===== src/rtl/stce_pkg.sv =====
// ----------------------------------------------------------------------------
// stce_pkg
// Types, codes and defaults shared by the connection engine modules.
// ----------------------------------------------------------------------------
package stce_pkg;

  localparam int SEGMENT_BYTES_DEF      = 1024;
  localparam int PACKETS_PER_WINDOW_DEF = 8;
  localparam int FQ_DEPTH               = 2;
  localparam int OQ_DEPTH               = 4;

  // request types on the input channel
  localparam logic [1:0] RT_START   = 2'd0;
  localparam logic [1:0] RT_SEGMENT = 2'd1;
  localparam logic [1:0] RT_TICK    = 2'd2;

  // segment flag bits
  localparam logic [3:0] F_NONE = 4'b0000;
  localparam logic [3:0] F_SYN  = 4'b0001;
  localparam logic [3:0] F_ACK  = 4'b0010;
  localparam logic [3:0] F_FIN  = 4'b0100;
  localparam logic [3:0] F_RST  = 4'b1000;
  localparam logic [3:0] F_SYNACK = 4'b0011;

  // result kinds
  localparam logic [2:0] K_SEG       = 3'd0;
  localparam logic [2:0] K_WRITE_END = 3'd1;
  localparam logic [2:0] K_RECV_END  = 3'd2;
  localparam logic [2:0] K_FINISHED  = 3'd3;
  localparam logic [2:0] K_ERROR     = 3'd4;

  // configuration register indexes
  localparam logic [2:0] R_LOCAL_PORT   = 3'd0;
  localparam logic [2:0] R_INITIAL_SEQ  = 3'd1;
  localparam logic [2:0] R_RESEND_LIMIT = 3'd2;
  localparam logic [2:0] R_CONNECT_WAIT = 3'd3;
  localparam logic [2:0] R_AUTO_FINISH  = 3'd4;

  typedef enum logic [1:0] {
    CL_START, CL_SEGMENT, CL_TICK, CL_NONE
  } req_class_t;

  typedef enum logic [2:0] {
    CS_IDLE, CS_WAIT_RESPONSE, CS_WAIT_ACK, CS_R_WAIT, CS_RECEIVE
  } conn_state_t;

  typedef enum logic [2:0] {
    E_IDLE, E_EXEC, E_ACK1, E_ACK2, E_WIN, E_SEG, E_FINISH, E_RECVEND
  } eng_state_t;

  typedef struct packed {
    logic [1:0]  req_type;
    logic [3:0]  seg_flags;
    logic [31:0] seg_seq;
    logic [31:0] seg_ack;
    logic [31:0] peer_addr;
    logic [15:0] peer_port;
    logic [23:0] data_length;
  } in_item_t;

  typedef struct packed {
    logic [2:0]  out_kind;
    logic [3:0]  out_flags;
    logic [31:0] out_seq;
    logic [31:0] out_ack;
    logic [15:0] src_port;
    logic [15:0] dst_port;
    logic [31:0] dst_addr;
    logic [23:0] payload_offset;
    logic [10:0] payload_length;
    logic        last;
  } out_item_t;

  typedef struct packed {
    req_class_t cls;
    in_item_t   item;
  } front_item_t;

  typedef struct packed {
    logic [15:0] local_port;
    logic [31:0] initial_sequence;
    logic [7:0]  resend_limit;
    logic [15:0] connect_wait_limit;
    logic        auto_finish;
  } cfg_t;

endpackage


===== src/rtl/simple_tcp_connection_engine_top.sv =====
// ----------------------------------------------------------------------------
// simple_tcp_connection_engine_top
// Simplified TCP endpoint: handshake, windowed send, delayed ACK, timers.
// ----------------------------------------------------------------------------
// Usage:
//   Requests (start send, received segment, tick) enter through push/full.
//   Results (segment descriptors and events) leave through empty/pop; the
//   final result of one request carries last = 1.
//   Registers are written through wr_en/wr_index/wr_data while idle.
// Flow:
//   A request waits in the front queue, is taken by the engine and then
//   yields its results; an ACK adds an offset product step and a removal
//   step, and a window adds a setup step. The engine emits one result a
//   cycle while the result queue has room.
// Reset:
//   Synchronous rst empties both queues and returns the connection to idle
//   with all registers at their defaults.
// Stalls:
//   When pop stays low the four-entry result queue fills, the engine holds,
//   and the two-entry front queue raises full.
// ----------------------------------------------------------------------------
module simple_tcp_connection_engine_top import stce_pkg::*; #(
  parameter int SEGMENT_BYTES      = SEGMENT_BYTES_DEF,
  parameter int PACKETS_PER_WINDOW = PACKETS_PER_WINDOW_DEF
) (
  input  logic        clk,
  input  logic        rst,
  input  logic        push,
  input  in_item_t    request,
  output logic        full,
  output logic        empty,
  input  logic        pop,
  output out_item_t   result,
  input  logic        wr_en,
  input  logic [2:0]  wr_index,
  input  logic [31:0] wr_data
);

  cfg_t        cfg;
  logic        fr_valid;
  front_item_t fr_item;
  logic        fr_pop;
  logic        eng_wr;
  out_item_t   eng_item;
  logic        oq_full;

  // configuration registers
  always_ff @(posedge clk) begin
    if (rst) begin
      cfg.local_port         <= '0;
      cfg.initial_sequence   <= '0;
      cfg.resend_limit       <= 8'd3;
      cfg.connect_wait_limit <= 16'd10;
      cfg.auto_finish        <= 1'b0;
    end else if (wr_en) begin
      case (wr_index)
        R_LOCAL_PORT:   cfg.local_port         <= wr_data[15:0];
        R_INITIAL_SEQ:  cfg.initial_sequence   <= wr_data;
        R_RESEND_LIMIT: cfg.resend_limit       <= wr_data[7:0];
        R_CONNECT_WAIT: cfg.connect_wait_limit <= wr_data[15:0];
        R_AUTO_FINISH:  cfg.auto_finish        <= wr_data[0];
        default:        cfg.auto_finish        <= cfg.auto_finish;
      endcase
    end
  end

  stce_front u_front (
    .clk      (clk),
    .rst      (rst),
    .push     (push),
    .request  (request),
    .full     (full),
    .fr_valid (fr_valid),
    .fr_item  (fr_item),
    .fr_pop   (fr_pop)
  );

  stce_engine #(
    .SEGMENT_BYTES      (SEGMENT_BYTES),
    .PACKETS_PER_WINDOW (PACKETS_PER_WINDOW)
  ) u_engine (
    .clk      (clk),
    .rst      (rst),
    .cfg      (cfg),
    .fr_valid (fr_valid),
    .fr_item  (fr_item),
    .fr_pop   (fr_pop),
    .wr       (eng_wr),
    .wr_item  (eng_item),
    .oq_full  (oq_full)
  );

  stce_outq u_outq (
    .clk     (clk),
    .rst     (rst),
    .wr      (eng_wr),
    .wr_item (eng_item),
    .oq_full (oq_full),
    .pop     (pop),
    .empty   (empty),
    .result  (result)
  );

`ifndef NO_ASSERTIONS
  // engine only requests a result slot when the queue has room
  a_no_overflow: assert property (@(posedge clk) disable iff (rst)
    eng_wr |-> !oq_full) else $error("result request while queue full");

  // engine takes a request only when the front holds one
  a_pop_valid: assert property (@(posedge clk) disable iff (rst)
    fr_pop |-> fr_valid) else $error("front pop while empty");

  // reset leaves no result waiting
  a_reset_empty: assert property (@(posedge clk)
    rst |=> empty) else $error("results present after reset");
`endif

endmodule


===== src/rtl/stce_front.sv =====
// ----------------------------------------------------------------------------
// stce_front
// Accepts requests, classifies them and holds them in a short queue.
// ----------------------------------------------------------------------------
module stce_front import stce_pkg::*; (
  input  logic        clk,
  input  logic        rst,
  input  logic        push,
  input  in_item_t    request,
  output logic        full,
  output logic        fr_valid,
  output front_item_t fr_item,
  input  logic        fr_pop
);

  localparam int PW = (FQ_DEPTH > 1) ? $clog2(FQ_DEPTH) : 1;
  localparam int CW = $clog2(FQ_DEPTH + 1);

  front_item_t     q [FQ_DEPTH];
  logic [PW-1:0]   wr_ptr;
  logic [PW-1:0]   rd_ptr;
  logic [CW-1:0]   count;
  logic            do_push;
  logic            do_pop;
  front_item_t     cls_item;

  assign full     = (count == CW'(FQ_DEPTH));
  assign fr_valid = (count != '0);
  assign do_push  = push && !full;
  assign do_pop   = fr_pop && fr_valid;
  assign fr_item  = q[rd_ptr];

  // classify the request type
  always_comb begin
    cls_item.item = request;
    case (request.req_type)
      RT_START:   cls_item.cls = CL_START;
      RT_SEGMENT: cls_item.cls = CL_SEGMENT;
      RT_TICK:    cls_item.cls = CL_TICK;
      default:    cls_item.cls = CL_NONE;
    endcase
  end

  // storage
  always_ff @(posedge clk) begin
    if (do_push) begin
      q[wr_ptr] <= cls_item;
    end
  end

  // pointers and fill count
  always_ff @(posedge clk) begin
    if (rst) begin
      wr_ptr <= '0;
      rd_ptr <= '0;
      count  <= '0;
    end else begin
      if (do_push) begin
        wr_ptr <= (wr_ptr == PW'(FQ_DEPTH - 1)) ? '0 : wr_ptr + 1'b1;
      end
      if (do_pop) begin
        rd_ptr <= (rd_ptr == PW'(FQ_DEPTH - 1)) ? '0 : rd_ptr + 1'b1;
      end
      if (do_push && !do_pop) begin
        count <= count + 1'b1;
      end else if (do_pop && !do_push) begin
        count <= count - 1'b1;
      end
    end
  end

endmodule


===== src/rtl/stce_outq.sv =====
// ----------------------------------------------------------------------------
// stce_outq
// Result queue between the engine and the result channel.
// ----------------------------------------------------------------------------
module stce_outq import stce_pkg::*; (
  input  logic      clk,
  input  logic      rst,
  input  logic      wr,
  input  out_item_t wr_item,
  output logic      oq_full,
  input  logic      pop,
  output logic      empty,
  output out_item_t result
);

  localparam int PW = $clog2(OQ_DEPTH);
  localparam int CW = $clog2(OQ_DEPTH + 1);

  out_item_t       q [OQ_DEPTH];
  logic [PW-1:0]   wr_ptr;
  logic [PW-1:0]   rd_ptr;
  logic [CW-1:0]   count;
  logic            do_wr;
  logic            do_pop;

  assign oq_full = (count == CW'(OQ_DEPTH));
  assign empty   = (count == '0);
  assign do_wr   = wr && !oq_full;
  assign do_pop  = pop && !empty;
  assign result  = q[rd_ptr];

  always_ff @(posedge clk) begin
    if (do_wr) begin
      q[wr_ptr] <= wr_item;
    end
  end

  always_ff @(posedge clk) begin
    if (rst) begin
      wr_ptr <= '0;
      rd_ptr <= '0;
      count  <= '0;
    end else begin
      if (do_wr)  wr_ptr <= wr_ptr + 1'b1;
      if (do_pop) rd_ptr <= rd_ptr + 1'b1;
      if (do_wr && !do_pop) begin
        count <= count + 1'b1;
      end else if (do_pop && !do_wr) begin
        count <= count - 1'b1;
      end
    end
  end

endmodule


===== src/rtl/stce_engine.sv =====
// ----------------------------------------------------------------------------
// stce_engine
// Connection state, timers and window sequencer; one result per cycle while the result queue has room.
// ----------------------------------------------------------------------------
module stce_engine import stce_pkg::*; #(
  parameter int SEGMENT_BYTES      = SEGMENT_BYTES_DEF,
  parameter int PACKETS_PER_WINDOW = PACKETS_PER_WINDOW_DEF
) (
  input  logic        clk,
  input  logic        rst,
  input  cfg_t        cfg,
  input  logic        fr_valid,
  input  front_item_t fr_item,
  output logic        fr_pop,
  output logic        wr,
  output out_item_t   wr_item,
  input  logic        oq_full
);

  localparam int WIN_BYTES = SEGMENT_BYTES * PACKETS_PER_WINDOW;
  localparam int SBW       = $clog2(SEGMENT_BYTES + 1);
  localparam int WINW      = $clog2(WIN_BYTES + 1);
  localparam int PRW       = 31 + SBW;

  eng_state_t     st, st_next;
  front_item_t    cur;
  conn_state_t    conn;
  logic [31:0]    own_sequence;
  logic [31:0]    window_start_seq;
  logic [31:0]    remote_last_seq;
  logic [23:0]    bytes_remaining;
  logic [23:0]    bytes_acked;
  logic [7:0]     resend_count;
  logic [31:0]    wait_ticks;
  logic [31:0]    retry_ticks;
  logic [31:0]    retry_timeout;
  logic [1:0]     ack_delay_ticks;
  logic [31:0]    remote_addr;
  logic [15:0]    remote_port;
  logic           ack_pending;
  logic [31:0]    ack_diff;
  logic [PRW-1:0] prod;
  logic [WINW-1:0] left;
  logic [23:0]    offset;
  logic           fin_win;

  logic [3:0]     fl;
  logic           go;
  logic [31:0]    w_inc;
  logic [31:0]    r_inc;
  logic [1:0]     adt_inc;
  logic           tick_fail;
  logic           tick_win;
  logic           tick_ack;
  logic           idle_fin;
  logic           synack_ok;
  logic           win_err;
  logic [23:0]    rem;
  logic [23:0]    br_new;
  logic [WINW-1:0] win_c;
  logic [WINW-1:0] seg_len;
  logic [31:0]    len32;
  logic           seg_end;

  assign fl = cur.item.seg_flags;
  assign go = !oq_full;

  // tick counters, saturating
  assign w_inc   = (wait_ticks == '1) ? wait_ticks : wait_ticks + 1'b1;
  assign r_inc   = (retry_ticks == '1) ? retry_ticks : retry_ticks + 1'b1;
  assign adt_inc = (ack_delay_ticks == 2'd3) ? 2'd3 : ack_delay_ticks + 1'b1;
  assign tick_fail = (w_inc > {16'b0, cfg.connect_wait_limit}) &&
                     (conn == CS_WAIT_RESPONSE);
  assign tick_win  = !tick_fail && (r_inc == retry_timeout);
  assign tick_ack  = !tick_fail && !tick_win && ack_pending && (adt_inc >= 2'd2);

  assign idle_fin  = (conn == CS_IDLE) && (fl != F_SYN);
  assign synack_ok = (conn == CS_WAIT_RESPONSE) && (cur.item.seg_ack == own_sequence);
  assign win_err   = resend_count > cfg.resend_limit;

  // acknowledged byte removal, saturating at the bytes still owed
  assign rem    = (prod > PRW'(bytes_remaining)) ? bytes_remaining : prod[23:0];
  assign br_new = bytes_remaining - rem;

  // window size and per-segment length
  assign win_c   = (bytes_remaining < 24'(WIN_BYTES)) ? bytes_remaining[WINW-1:0]
                                                       : WINW'(WIN_BYTES);
  assign seg_end = (left <= WINW'(SEGMENT_BYTES));
  assign seg_len = seg_end ? left : WINW'(SEGMENT_BYTES);
  assign len32   = 32'(seg_len);

  // next state
  always_comb begin
    st_next = st;
    case (st)
      E_IDLE: begin
        if (fr_valid) st_next = E_EXEC;
      end
      E_EXEC: begin
        if (go) begin
          st_next = E_IDLE;
          case (cur.cls)
            CL_SEGMENT: begin
              if (!idle_fin) begin
                case (fl)
                  F_ACK:    if (conn == CS_WAIT_ACK) st_next = E_ACK1;
                  F_NONE:   if (conn == CS_R_WAIT) st_next = E_FINISH;
                  F_FIN:    st_next = E_RECVEND;
                  F_SYNACK: if (synack_ok) st_next = E_WIN;
                  default:  st_next = E_IDLE;
                endcase
              end
            end
            CL_TICK: if (tick_win) st_next = E_WIN;
            default: st_next = E_IDLE;
          endcase
        end
      end
      E_ACK1: st_next = E_ACK2;
      E_ACK2: begin
        if (go) begin
          if (br_new == '0) st_next = cfg.auto_finish ? E_FINISH : E_IDLE;
          else              st_next = E_WIN;
        end
      end
      E_WIN: begin
        if (go) st_next = (win_err || win_c == '0) ? E_IDLE : E_SEG;
      end
      E_SEG: begin
        if (go && seg_end) st_next = E_IDLE;
      end
      E_FINISH: if (go) st_next = E_IDLE;
      E_RECVEND: begin
        if (go) st_next = cfg.auto_finish ? E_FINISH : E_IDLE;
      end
      default: st_next = E_IDLE;
    endcase
  end

  // outputs: front pop and result request
  always_comb begin
    fr_pop  = (st == E_IDLE) && fr_valid;
    wr      = 1'b0;
    wr_item = '0;
    wr_item.src_port = cfg.local_port;
    wr_item.dst_port = remote_port;
    wr_item.dst_addr = remote_addr;
    case (st)
      E_EXEC: begin
        case (cur.cls)
          CL_START: begin
            wr = 1'b1;
            wr_item.out_flags = F_SYN;
            wr_item.out_seq   = own_sequence;
            wr_item.dst_port  = cur.item.peer_port;
            wr_item.dst_addr  = cur.item.peer_addr;
            wr_item.last      = 1'b1;
          end
          CL_SEGMENT: begin
            if (idle_fin) begin
              wr = 1'b1;
              wr_item = '0;
              wr_item.out_kind = K_FINISHED;
              wr_item.last     = 1'b1;
            end else begin
              case (fl)
                F_NONE: begin
                  if (conn == CS_R_WAIT) begin
                    wr = 1'b1;
                    wr_item.out_flags = F_RST;
                  end
                end
                F_FIN: begin
                  wr = 1'b1;
                  wr_item.out_flags = F_ACK;
                  wr_item.out_ack   = cur.item.seg_seq + 1'b1;
                end
                F_SYNACK: begin
                  if (synack_ok) begin
                    wr = 1'b1;
                    wr_item.out_flags = F_ACK;
                    wr_item.out_ack   = cur.item.seg_seq;
                    wr_item.last      = !win_err && (bytes_remaining == '0);
                  end
                end
                F_SYN: begin
                  wr = 1'b1;
                  wr_item.out_flags = F_SYNACK;
                  wr_item.out_seq   = own_sequence;
                  wr_item.out_ack   = cur.item.seg_seq;
                  wr_item.dst_port  = cur.item.peer_port;
                  wr_item.dst_addr  = cur.item.peer_addr;
                  wr_item.last      = 1'b1;
                end
                F_RST: begin
                  wr = 1'b1;
                  wr_item = '0;
                  wr_item.out_kind = K_ERROR;
                  wr_item.last     = 1'b1;
                end
                default: wr = 1'b0;
              endcase
            end
          end
          CL_TICK: begin
            if (tick_fail) begin
              wr = 1'b1;
              wr_item = '0;
              wr_item.out_kind = K_ERROR;
              wr_item.last     = 1'b1;
            end else if (tick_ack) begin
              wr = 1'b1;
              wr_item.out_flags = F_ACK;
              wr_item.out_ack   = remote_last_seq + 1'b1;
              wr_item.last      = 1'b1;
            end
          end
          default: wr = 1'b0;
        endcase
      end
      E_ACK2: begin
        if (br_new == '0) begin
          wr = 1'b1;
          wr_item = '0;
          wr_item.out_kind = K_WRITE_END;
          wr_item.last     = !cfg.auto_finish;
        end
      end
      E_WIN: begin
        if (win_err) begin
          wr = 1'b1;
          wr_item = '0;
          wr_item.out_kind = K_ERROR;
          wr_item.last     = 1'b1;
        end
      end
      E_SEG: begin
        wr = 1'b1;
        wr_item.out_flags      = (fin_win && seg_end) ? F_FIN : F_NONE;
        wr_item.out_seq        = own_sequence;
        wr_item.payload_offset = offset;
        wr_item.payload_length = len32[10:0];
        wr_item.last           = seg_end;
      end
      E_FINISH: begin
        wr = 1'b1;
        wr_item = '0;
        wr_item.out_kind = K_FINISHED;
        wr_item.last     = 1'b1;
      end
      E_RECVEND: begin
        wr = 1'b1;
        wr_item = '0;
        wr_item.out_kind = K_RECV_END;
        wr_item.last     = !cfg.auto_finish;
      end
      default: wr = 1'b0;
    endcase
    // hold the result back while the queue has no room
    if (!go) wr = 1'b0;
  end

  // state register
  always_ff @(posedge clk) begin
    if (rst) st <= E_IDLE;
    else     st <= st_next;
  end

  // request latch and product step
  always_ff @(posedge clk) begin
    if (fr_pop) cur <= fr_item;
    if (st == E_ACK1) begin
      prod <= ack_diff[31] ? '0 : PRW'(ack_diff[30:0]) * PRW'(SEGMENT_BYTES);
    end
  end

  // connection state
  always_ff @(posedge clk) begin
    logic clr;
    clr = 1'b0;
    if (rst) begin
      clr = 1'b1;
    end else begin
      case (st)
        E_EXEC: begin
          if (go) begin
            case (cur.cls)
              CL_START: begin
                remote_addr     <= cur.item.peer_addr;
                remote_port     <= cur.item.peer_port;
                bytes_remaining <= cur.item.data_length;
                bytes_acked     <= '0;
                wait_ticks      <= '0;
                retry_timeout   <= '0;
                conn            <= CS_WAIT_RESPONSE;
              end
              CL_SEGMENT: begin
                if (idle_fin) begin
                  clr = 1'b1;
                end else begin
                  case (fl)
                    F_ACK: begin
                      if (conn == CS_R_WAIT) begin
                        conn <= CS_RECEIVE;
                      end else if (conn == CS_WAIT_ACK) begin
                        retry_ticks  <= '0;
                        resend_count <= '0;
                        ack_diff     <= cur.item.seg_ack - window_start_seq;
                      end
                    end
                    F_NONE: begin
                      if (conn != CS_R_WAIT) begin
                        ack_delay_ticks <= '0;
                        remote_last_seq <= cur.item.seg_seq;
                        ack_pending     <= 1'b1;
                      end
                    end
                    F_FIN: begin
                      ack_delay_ticks <= '0;
                      remote_last_seq <= '0;
                      ack_pending     <= 1'b0;
                    end
                    F_SYNACK: begin
                      if (conn == CS_WAIT_RESPONSE) begin
                        retry_timeout <= {wait_ticks[30:0], 1'b0};
                        if (synack_ok) own_sequence <= cur.item.seg_seq;
                      end
                    end
                    F_SYN: begin
                      remote_addr <= cur.item.peer_addr;
                      remote_port <= cur.item.peer_port;
                      conn        <= CS_R_WAIT;
                    end
                    F_RST: clr = 1'b1;
                    default: clr = 1'b0;
                  endcase
                end
              end
              CL_TICK: begin
                if (tick_fail) begin
                  clr = 1'b1;
                end else begin
                  wait_ticks  <= w_inc;
                  retry_ticks <= r_inc;
                  if (!tick_win && ack_pending) begin
                    if (tick_ack) begin
                      ack_delay_ticks <= '0;
                      remote_last_seq <= '0;
                      ack_pending     <= 1'b0;
                    end else begin
                      ack_delay_ticks <= adt_inc;
                    end
                  end
                end
              end
              default: clr = 1'b0;
            endcase
          end
        end
        E_ACK2: begin
          if (go) begin
            bytes_remaining <= br_new;
            bytes_acked     <= bytes_acked + rem;
            if (br_new == '0) retry_timeout <= '0;
          end
        end
        E_WIN: begin
          if (go) begin
            if (win_err) begin
              clr = 1'b1;
            end else begin
              if (resend_count != 8'hFF) resend_count <= resend_count + 1'b1;
              retry_ticks      <= '0;
              window_start_seq <= own_sequence;
              left             <= win_c;
              offset           <= bytes_acked;
              fin_win          <= (bytes_remaining <= 24'(WIN_BYTES));
              if (win_c == '0) conn <= CS_WAIT_ACK;
            end
          end
        end
        E_SEG: begin
          if (go) begin
            own_sequence <= own_sequence + 1'b1;
            left         <= left - seg_len;
            offset       <= offset + 24'(SEGMENT_BYTES);
            if (seg_end) conn <= CS_WAIT_ACK;
          end
        end
        E_FINISH: if (go) clr = 1'b1;
        default: clr = 1'b0;
      endcase
    end
    // return to idle: as after reset, but own_sequence takes the initial sequence register
    if (clr) begin
      conn             <= CS_IDLE;
      own_sequence     <= rst ? '0 : cfg.initial_sequence;
      window_start_seq <= '0;
      remote_last_seq  <= '0;
      bytes_remaining  <= '0;
      bytes_acked      <= '0;
      resend_count     <= '0;
      wait_ticks       <= '0;
      retry_ticks      <= '0;
      retry_timeout    <= '0;
      ack_delay_ticks  <= '0;
      remote_addr      <= '0;
      remote_port      <= '0;
      ack_pending      <= 1'b0;
    end
  end

endmodule


===== config.mk =====
export PLATFORM = sky130hd
export DESIGN_NAME = simple_tcp_connection_engine_top
export DESIGN_NICKNAME = d
export VERILOG_FILES = /design/src/rtl/stce_pkg.sv /design/src/rtl/simple_tcp_connection_engine_top.sv /design/src/rtl/stce_front.sv /design/src/rtl/stce_outq.sv /design/src/rtl/stce_engine.sv
export SDC_FILE = /design/constraint.sdc
export NUM_CORES = 2
export LEC_CHECK = 0
export BUFFER_PORTS_ARGS = -buffer_cell sky130_fd_sc_hd__buf_2
export CORE_MARGIN = 5
export CORE_UTILIZATION = 60
export DETAILED_ROUTE_END_ITERATION = 8
export PLACE_DENSITY = 0.78
export SLEW_MARGIN = 0
export SYNTH_ARGS = -nofsm -noshare
export SYNTH_HDL_FRONTEND = slang
export SYNTH_SLANG_ARGS = --single-unit

===== constraint.sdc =====
create_clock -name clk -period 14.5 [get_ports clk]
set_input_delay 2.175 -clock clk [delete_from_list [all_inputs] [get_ports clk]]
set_output_delay 2.175 -clock clk [all_outputs]
set_load 0.02 [all_outputs]

==> impl_metrics.env <==
export IMPL_ys_seq_area_frac=0.637
export IMPL_cts_hold_buf=0
export IMPL_grt_pass1_wl_um=277000
export IMPL_io_pins=355
export IMPL_start_kind="flop"
export IMPL_cts_clk_slew_worst_paths_ns=0.06
export IMPL_avgRoutedWirePerCell_um=24.9
export IMPL_grtUsageMet3=0.0575
export IMPL_ys_ff_latch=1602
export IMPL_synth_edff_count=1244
export IMPL_drtIter0Drc=5229
export IMPL_grt_overflow=0
export IMPL_p_leak_nw=27.5
export IMPL_rsz0062_at_grt="no"
export IMPL_p_switching_mw=4.21
export IMPL_cp_max_fo=51
export IMPL_syn_to_final_growth_pct=12.1
export IMPL_slew_viol_final=0
export IMPL_power_total_mw=13.3
export IMPL_die_h_um=351
export IMPL_grt_use_met1=0.418
export IMPL_numPortBuffers=354
export IMPL_fmax_mhz=106
export IMPL_dp_hpwl_um=123000
export IMPL_cts_sinks=1602
export IMPL_track_usage=0.295
export IMPL_grt_pass1_vias=45200
export IMPL_yosys_warnings=0
export IMPL_die_x_um=351
export IMPL_setup_viol=0
export IMPL_worst_pin_slew_ns=1.24
export IMPL_clock_latency_ns=0.77
export IMPL_seqPwrFrac=0.455
export IMPL_cts_root_buffer="clkbuf_16"
export IMPL_worst_endpoint_required_ns=14.89
export IMPL_period_minus_slack_ns=9.40
export IMPL_grt_max_degree=181
export IMPL_min_path_type="reg2reg"
export IMPL_final_antenna_net_count=0
export IMPL_synth_cells=5425
export IMPL_path_class="reg2reg"
export IMPL_maxSlewHeadroom=0.174
export IMPL_sw_frac_of_total=0.316
export IMPL_status="finished, final reports clean"
export IMPL_viasPerCell=6.33
export IMPL_syn_area_um2=69900
export IMPL_cts_tree="done"
export IMPL_ctsHtreeMaxLevel=4
export IMPL_use_met2=0.465
export IMPL_critPathCaptureType="flop"
export IMPL_numCtsBuffers=158
export IMPL_antenna_found_initial=11
export IMPL_layout_drive_gt1_share=0.176
export IMPL_powerDensity_nw_per_um2=170
export IMPL_fin_tns_setup_ns=0
export IMPL_cts_setup_buffers=0
export IMPL_drv_cap=0
export IMPL_cts_root_to_sink_buffers=3
export IMPL_skew_ns=0.0252
export IMPL_combPwrFrac=0.240
export IMPL_period_share=0.648
export IMPL_finalHoldViolations=0
export IMPL_place_gp_congestion=0.930
export IMPL_busiest_layer="met2"
export IMPL_vias=46700
export IMPL_num_rows=125
export IMPL_cp_arrival_ns=9.79
export IMPL_post_route_drc_count=0
export IMPL_final_util=0.676
export IMPL_peakVddDrop_mv=0.157
export IMPL_clkPwrFrac=0.306
export IMPL_routed_wl_um=184000
export IMPL_syn_avg_cell_area_um2=12.9
export IMPL_coreArea_um2=116000
export IMPL_start_util=0.603
export IMPL_drt_pass1_iter_count=6
export IMPL_yosys_cell_types_count=90
export IMPL_cell_internal_pwr_mw=9.12
export IMPL_fin_nets=6021
export IMPL_cts_repair_resized=0
export IMPL_synthFlopType="edfxtp_1"
export IMPL_synth_async_sr_flop_share=0
export IMPL_fp_dieArea_um2=123000
[registers in the layout, summed over array words and instances, names as in the netlist, 16 cells and up, named ones only]
name	flops
u_front.q	284
u_engine.offset	24
u_engine.window_start_seq	32
u_engine.retry_ticks	32
u_engine.cur	138
u_engine.bytes_acked	24
cfg	73
u_engine.remote_last_seq	32
u_engine.wait_ticks	32
u_engine.remote_port	16
u_outq.q	684
u_engine.retry_timeout	31
u_engine.prod	31
u_engine.ack_diff	32
u_engine.own_sequence	32
u_engine.bytes_remaining	24
u_engine.remote_addr	32
[per-layer routing]
layer	wire length, µm	share of wire
met1	75400	0.41
met2	85300	0.46
met3	16900	0.092
met4	6430	0.035
met5	41	0.00022
[worst max-delay path, stage by stage (launching register included)]
cell,delay [ns]
dfxtp_1,0.37
or4_1,0.54
nor4_1,0.84
a21boi_0,0.33
a221oi_4,0.29
buf_4,0.45
nand2_1,0.10
o21ai_0,0.15
inv_1,0.09
ha_1,0.45
nand3_1,0.26
nor3_1,0.42
o21ai_0,0.20
a2111oi_0,0.48
o221ai_1,0.20
a2111oi_0,0.33
nand4_1,0.16
nor4b_2,0.41
nand4_1,0.25
a211oi_2,0.64
and2_4,0.64
buf_4,0.60
buf_4,0.72
[through the flow]
stage / setup slack (ns) / cells / cell area, µm² / hold WS [ns]
2_1_floorplan: 4.44 / 5426 / 69900 / 0.432
3_3_place_gp: 5.23 / 7076 / 73200 / 0.441
3_5_place_dp: 5.08 / 7076 / 73200 / 0.447
4_1_cts: 5.07 / 7371 / 78400 / 0.455
5_1_grt: 4.19 / 7371 / 78400 / 0.471
6_report: 5.10 / 7379 / 78400 / 0.453
[cell type report]
class	count	area, µm²
timing repair buffer	433	2390
antenna	8	20.0
clock inverter	77	774
multi-input combinational	3375	23800
fill	8137	37700
tap	1524	1910
inverter	142	538
sequential	1602	44500
clock buffer	218	4420
[cells in the mapped netlist (36+ instances only)]
| cell type | n | share of area |
|---|---|---|
| xor2_1 | 117 | 0.015 |
| nor2_1 | 332 | 0.018 |
| edfxtp_1 | 1244 | 0.53 |
| a211oi_1 | 38 | 0.0041 |
| nand2_1 | 606 | 0.033 |
| inv_1 | 141 | 0.0076 |
| clkbuf_1 | 258 | 0.014 |
| dfxtp_1 | 358 | 0.10 |
| nor2b_1 | 64 | 0.0057 |
| a22oi_1 | 52 | 0.0056 |
| a31oi_1 | 43 | 0.0038 |
| o211ai_1 | 43 | 0.0046 |
| ha_1 | 124 | 0.022 |
| mux2_2 | 143 | 0.023 |
| and3_1 | 69 | 0.0062 |
| nand3_1 | 120 | 0.0086 |
| a22o_1 | 86 | 0.011 |
| and2_1 | 93 | 0.0083 |
| nand4_1 | 65 | 0.0058 |
| buf_1 | 36 | 0.0019 |
| mux4_2 | 171 | 0.055 |
| a21o_1 | 41 | 0.0044 |
| nor3_1 | 86 | 0.0062 |
| a21oi_1 | 401 | 0.029 |
| o21ai_0 | 207 | 0.015 |
| xnor2_1 | 111 | 0.014 |
[cell families (layout without fill, tap and decap cells)]
family                     count (synthesis)  after routing  share of synthesized area
AOI/OAI and AO/OA                       1068           1068                     0.0964
xor gates and xnor gates                 228            228                     0.0286
adders and majority gates                127            127                     0.0230
buffers and inverters                    449            870                     0.0245
DFF                                     1602           1602                      0.637
muxes                                    336            336                     0.0813
other                                      1             10                  0.0000536
and+or+nand+nor                         1614           1614                      0.110
[final timing paths]
check | start | slack [ns] | endpoint | cells past startpoint
max reg2reg | u_engine.bytes_remaining[5]$_SDFFE_PN0P_ | 5.10 | u_outq.q[0][27]$_DFFE_PP_ | 22
max | u_engine.bytes_remaining[5]$_SDFFE_PN0P_ | 5.10 | u_outq.q[0][27]$_DFFE_PP_ | 22
min reg2reg | cfg[16]$_SDFFE_PP0P_ | 0.45 | cfg[16]$_SDFFE_PP0P_ | 2
min | cfg[16]$_SDFFE_PP0P_ | 0.45 | cfg[16]$_SDFFE_PP0P_ | 2
[layout by cell type, fill, tap and decap left out, types with 88 or more instances in the layout]
master     Yosys  routed
edfxtp_1    1244    1244
nand2_1      606     606
a21oi_1      401     399
dfxtp_1      358     355
buf_2         10     353
nor2_1       332     324
o21ai_0      207     207
mux4_2       171     171
clkbuf_16      0     163
mux2_2       143     143
inv_1        141     140
ha_1         124     124
nand3_1      120     120
xor2_1       117     117
xnor2_1      111     111
and2_1        93      88
[power by group through the flow]
stage	Clock, mW	Sequential [mW]	Combinational (mW)
after floorplan	0	5.91	2.27
after global placement	0	6.11	3.14
after detailed placement	0	6.13	3.17
after CTS	4.14	6.05	3.19
after global routing	4.34	6.09	3.45
final	4.08	6.06	3.19
(Power assumes the default switching activity.)
